## config.mk

```make
export PLATFORM = sky130hd
export DESIGN_NAME = gcsc_mac
export DESIGN_NICKNAME = d
export VERILOG_FILES = /design/src/rtl/gcsc_pkg.sv /design/src/rtl/gcsc_mac.sv
export SDC_FILE = /design/constraint.sdc
export NUM_CORES = 2
export LEC_CHECK = 0
export BUFFER_PORTS_ARGS = -buffer_cell sky130_fd_sc_hd__buf_2
export CAP_MARGIN = 15
export CORE_MARGIN = 4
export CORE_UTILIZATION = 66
export DETAILED_ROUTE_END_ITERATION = 8
export PLACE_DENSITY = 0.9
export SLEW_MARGIN = 25
export SYNTH_ARGS = -nofsm -noshare
export SYNTH_HDL_FRONTEND = slang
export SYNTH_SLANG_ARGS = --single-unit
```

## constraint.sdc

```tcl
create_clock -name i_clk -period 21.7 [get_ports i_clk]
set_input_delay 6.51 -clock i_clk [delete_from_list [all_inputs] [get_ports i_clk]]
set_output_delay 6.51 -clock i_clk [all_outputs]
set_load 0.03 [all_outputs]
```

## src/rtl/gcsc_pkg.sv

```systemverilog
// gcsc_pkg: shared constants, stream field layout, sequencer states and
// datapath control struct for the gated causal short convolution block.
// No dependencies.
`timescale 1ns / 1ps

package gcsc_pkg;

    // fixed field widths of the stream items
    localparam int DATA_W    = 16;
    localparam int FRAC_BITS = 12;
    localparam int CH_W      = 10;
    localparam int TAP_W     = 2;

    // parameter defaults
    localparam int CHANNELS_DEF = 1024;
    localparam int TAPS_DEF     = 3;

    // command codes carried in tuser
    localparam logic CMD_SAMPLE = 1'b0;
    localparam logic CMD_LOAD   = 1'b1;

    // input tdata layout, lowest bit first
    localparam int IN_CH_LSB    = 0;
    localparam int IN_FIRST_LSB = IN_CH_LSB + CH_W;
    localparam int IN_TAP_LSB   = IN_FIRST_LSB + 1;
    localparam int IN_B_LSB     = IN_TAP_LSB + TAP_W;
    localparam int IN_C_LSB     = IN_B_LSB + DATA_W;
    localparam int IN_X_LSB     = IN_C_LSB + DATA_W;
    localparam int IN_W_LSB     = IN_X_LSB + DATA_W;
    localparam int IN_USED_W    = IN_W_LSB + DATA_W;
    localparam int IN_TDATA_W   = ((IN_USED_W + 7) / 8) * 8;

    // output tdata layout
    localparam int OUT_CH_LSB   = 0;
    localparam int OUT_Y_LSB    = OUT_CH_LSB + CH_W;
    localparam int OUT_USED_W   = OUT_Y_LSB + DATA_W;
    localparam int OUT_TDATA_W  = ((OUT_USED_W + 7) / 8) * 8;

    typedef enum logic [2:0] {
        S_CLEAR,
        S_IDLE,
        S_PROD,
        S_WIN,
        S_MAC,
        S_DRAIN,
        S_GATE,
        S_OUT
    } t_state;

    typedef struct packed {
        logic ld_prod;
        logic ld_win;
        logic mac_step;
        logic mac_drain;
        logic ld_gate;
    } t_mac_ctl;

endpackage

```

## src/rtl/gcsc_mac.sv

```systemverilog
// gcsc_mac: gated product, tap window, shared multiply-accumulate over the taps,
// output gate with rounding and saturation. Uses gcsc_pkg.
`timescale 1ns / 1ps

module gcsc_mac #(
    parameter int TAPS = gcsc_pkg::TAPS_DEF
) (
    input  logic                                  i_clk,
    input  logic                                  i_rst_n,
    input  gcsc_pkg::t_mac_ctl                    i_ctl,
    input  logic                                  i_first,
    input  logic signed [gcsc_pkg::DATA_W-1:0]    i_b,
    input  logic signed [gcsc_pkg::DATA_W-1:0]    i_c,
    input  logic signed [gcsc_pkg::DATA_W-1:0]    i_x,
    input  logic [(TAPS-1)*gcsc_pkg::DATA_W-1:0]  i_hist_row,
    input  logic [TAPS*gcsc_pkg::DATA_W-1:0]      i_w_row,
    output logic [(TAPS-1)*gcsc_pkg::DATA_W-1:0]  o_hist_row,
    output logic                                  o_mac_last,
    output logic signed [gcsc_pkg::DATA_W-1:0]    o_y
);

    localparam int DW    = gcsc_pkg::DATA_W;
    localparam int FB    = gcsc_pkg::FRAC_BITS;
    localparam int PW    = 2 * DW;
    localparam int IDX_W = $clog2(TAPS);
    localparam int ACC_W = PW + $clog2(TAPS);
    localparam int G_W   = ACC_W + DW;
    localparam int PS_W  = PW + 1 - FB;
    localparam int YS_W  = G_W + 1 - 2 * FB;

    logic signed [PW-1:0]    r_bx;
    logic signed [PW:0]      p_sum;
    logic [PS_W-1:0]         p_sh;
    logic [PS_W-DW:0]        p_hi;
    logic signed [DW-1:0]    p_sat;

    logic signed [DW-1:0]    win [TAPS];
    logic signed [DW-1:0]    w_lane [TAPS];
    logic signed [DW-1:0]    r_win [TAPS];
    logic [IDX_W-1:0]        r_idx;
    logic signed [PW-1:0]    r_mp;
    logic                    r_mv;
    logic signed [ACC_W-1:0] r_acc;
    logic signed [G_W-1:0]   r_g;
    logic signed [G_W:0]     g_sum;
    logic [YS_W-1:0]         y_sh;
    logic [YS_W-DW:0]        y_hi;

    // gated product, round half up then saturate
    assign p_sum = {r_bx[PW-1], r_bx} + (PW + 1)'(1 << (FB - 1));
    assign p_sh  = p_sum[PW:FB];
    assign p_hi  = p_sh[PS_W-1:DW-1];
    assign p_sat = ((&p_hi) || !(|p_hi)) ? p_sh[DW-1:0]
                 : {p_sh[PS_W-1], {(DW-1){~p_sh[PS_W-1]}}};

    // window: stored history (or zeros on a first step), newest product last
    genvar gi;
    generate
        for (gi = 0; gi < TAPS - 1; gi++) begin : g_win
            assign win[gi] = i_first ? '0 : i_hist_row[gi*DW +: DW];
        end
        for (gi = 0; gi < TAPS; gi++) begin : g_wl
            assign w_lane[gi] = i_w_row[gi*DW +: DW];
        end
        for (gi = 0; gi < TAPS - 1; gi++) begin : g_hn
            assign o_hist_row[gi*DW +: DW] = win[gi+1];
        end
    endgenerate
    assign win[TAPS-1] = p_sat;

    always_ff @(posedge i_clk) begin
        if (i_ctl.ld_prod) begin
            r_bx <= i_b * i_x;
        end
        if (i_ctl.ld_win) begin
            r_win <= win;
        end
        if (i_ctl.mac_step) begin
            r_mp <= r_win[r_idx] * w_lane[r_idx];
        end
        if (i_ctl.ld_win) begin
            r_acc <= '0;
        end else if ((i_ctl.mac_step || i_ctl.mac_drain) && r_mv) begin
            r_acc <= r_acc + ACC_W'(r_mp);
        end
        if (i_ctl.ld_gate) begin
            r_g <= r_acc * i_c;
        end
    end

    always_ff @(posedge i_clk) begin
        if (!i_rst_n) begin
            r_idx <= '0;
            r_mv  <= 1'b0;
        end else begin
            if (i_ctl.ld_win) begin
                r_idx <= '0;
                r_mv  <= 1'b0;
            end else if (i_ctl.mac_step) begin
                r_idx <= r_idx + IDX_W'(1);
                r_mv  <= 1'b1;
            end else if (i_ctl.mac_drain) begin
                r_mv  <= 1'b0;
            end
        end
    end

    assign o_mac_last = (r_idx == IDX_W'(TAPS - 1));

    // output gate, round half up then saturate
    assign g_sum = {r_g[G_W-1], r_g} + (G_W + 1)'(1 << (2 * FB - 1));
    assign y_sh  = g_sum[G_W:2*FB];
    assign y_hi  = y_sh[YS_W-1:DW-1];
    assign o_y   = ((&y_hi) || !(|y_hi)) ? y_sh[DW-1:0]
                 : {y_sh[YS_W-1], {(DW-1){~y_sh[YS_W-1]}}};

    a_win_restarts_idx: assert property (@(posedge i_clk) disable iff (!i_rst_n)
        i_ctl.ld_win |=> (r_idx == '0) && !r_mv)
        else $error("tap index not restarted after window load");

    a_step_in_range: assert property (@(posedge i_clk) disable iff (!i_rst_n)
        i_ctl.mac_step |-> (r_idx <= IDX_W'(TAPS - 1)))
        else $error("tap index past last tap");

endmodule

```

==> run summary <==
status: finished, final reports clean
drt drc: 0
input/output buffers: 184
Worst Setup End Kind: output pin
Hold Violations, Final: 0
CTS tree: yes
Worst EP required: 15.19 ns
worst slew pin tran: 1.14 ns
Pins Over Slew Limit: 0
FP Rows: 96
post-route ant nets: 0
Post-Syn Nets: 6,501
via/cell ratio: 5.79
cells after synthesis: 5,016
proportion of layout cells with a drive suffix above 1: 5.32%
Critical Path Start Type: input port
CP most frequent cell: buf_2
WHS: 0.548 ns
worst hold path depth: 2
synthesized cell area: 0.0458 mm²
Worst path slowest cell: buf_2
CTS clk-pin slew, worst paths: 0.07 ns
DP Cell Count: 5,973
period utilization: 63.7%
top cells by count, synth: 1,210 x inv_1, 1,037 x fa_1, 683 x nand2_1, 312 x ha_1, 310 x and2_1
Critical Path AT: 7.30 ns
Period minus WS final: 13.81 ns
Post-CTS Resized: 0
DIE HEIGHT: 271 µm
clk root buf: clkbuf_16
area of the multi-input gates: 0.0360 mm²
hold_buf cts: 0
Post-synth EDFFs: 128
First-pass DRT Iterations: 6
worst hold path type: flop to flop
area delta synth->final: 4.85%
library cells used by synthesis: 70
Layout Skew: 0.0269 ns
Setup TNS Final: 0 ns
Finish-stage setup viols: 0
Reg2Reg Depth: 27
unrepaired setup endpoints after global routing: no
fill count: 4,843
I/O Pins: 185
ys flop type: edfxtp_1
asr flop ratio synth: 0%
post-synthesis sequential element count: 165
DP HPWL: 89,600 µm
Initial Utilization: 66.6%
vias: 34,800
count leader, synth: inv_1
H-tree Lvls: 4
GRT Residual Overflow: 0
DR iter-0 viols: 3,209
critical path class: input port to output pin
vias in the first global route: 38,600
Register Area: 0.00459 mm²
Max Freq: 72.4 MHz
CORE AREA: 0.0687 mm²
# clock sinks: 165
die width: 271 µm
Crit path largest cell delay: 0.43 ns
Yosys top cell by area: fa_1
Seq/Total Area, Yosys: 10.0%
Longest Clk Path Bufs: 2
Skew-Pair Late Insertion Delay: 0.49 ns
number of CTS-inserted buffers: 17
Synth area leaders: fa_1 45%, inv_1 9.9%, ha_1 8.5%
Avg Synthesized Cell Area: 9.12 µm²
Non-Filler Instances: 6,010
initial antenna violation count: 3
Synth top area share: 45.4%
worst path cell trace: buf_2 -> nor2b_1 -> buf_2
Routed Wire Length: 113,000 µm
total track usage: 32.1%
worst-path fanout max: 32
Routed wire per std cell: 18.9 µm
setup repair bufs after CTS: 0
max_cap viols: 0
Rel. slew slack: 23.6%
largest net degree at the start of global routing: 83
first-pass GRT wire length: 190,000 µm
routability cong.: 0.996
fin nets: 6,547
yosys warns: 0
die area: 0.0736 mm²
## flip-flops by register name (all words and copies together), names as in the netlist
register / flops
r_win: 48
r_acc: 34
r_mp: 32
r_g: 27
r_bx: 21
r_idx: 2
r_mv: 1
## stage by stage
| step | util, % | area (µm²) | setup WS [ns] |
|---|---|---|---|
| after floorplan | - | 45800 | 8.01 |
| after global placement | 68.9 | 47300 | 7.93 |
| after detailed placement | 68.9 | 47300 | 7.89 |
| after CTS | 69.7 | 47900 | 7.89 |
| after global routing | 69.8 | 48000 | 7.79 |
| final | 69.8 | 48000 | 7.89 |
## path summary, 6_finish.rpt
check | from | endpoint | slack, ns
max | i_first | o_hist_row[9] | 7.89
min | r_mv$_SDFFE_PP0N_ | r_mv$_SDFFE_PP0N_ | 0.55
max reg2reg | r_idx[0]$_SDFFE_PP0P_ | r_mp[31]$_DFFE_PP_ | 13.76
min reg2reg | r_mv$_SDFFE_PP0N_ | r_mv$_SDFFE_PP0N_ | 0.55
## logic make-up (layout without fill, tap and decap cells)
| kind of cell | after synthesis | in the layout | share of synthesized area (%) |
|---|---|---|---|
| xor gates and xnor gates | 150 | 150 | 2.87 |
| adders and majority gates | 1349 | 1349 | 53.9 |
| AOI/OAI and AO/OA | 411 | 411 | 5.63 |
| muxes | 50 | 50 | 1.10 |
| DFF | 165 | 165 | 10.0 |
| and+or+nand+nor | 1496 | 1496 | 15.0 |
| buffers and inverters | 1395 | 1454 | 11.5 |
| other | 0 | 4 | 0 |
## routing by layer
metal	track usage [%]	vias up	wire, µm
li1	-	15000	-
met1	39.5	17200	40000
met2	54.2	2135	55000
met3	8.15	505	12700
met4	13.7	2	5710
met5	0	-	13
## placed cells by master, fill, tap and decap left out, drive strengths merged, types with 104 or more instances in the layout
cell type  synthesis  routed
nor2             305     305
and2             310     310
a21oi            152     152
buf                8     211
inv             1210    1215
ha               312     312
xnor2            104     104
fa              1037    1037
nand2            684     684
edfxtp           128     128
## area by class of cell
type / instances / area share [%]
antenna: 4 / 0.0209
clock buffer: 18 / 0.895
clock inverter: 14 / 0.292
inverter: 1211 / 9.48
multi-input combinational: 3456 / 74.9
sequential: 165 / 9.56
tap: 931 / 2.43
timing repair buffer: 211 / 2.38
## worst max-delay path, delay by kind of cell
family,cells,cell delay (ns)
buffers and inverters,2,0.64
and+or+nand+nor,1,0.14
Power is not shown: default switching activity piles up to over one toggle a cycle in this logic, so the estimate is an artifact.
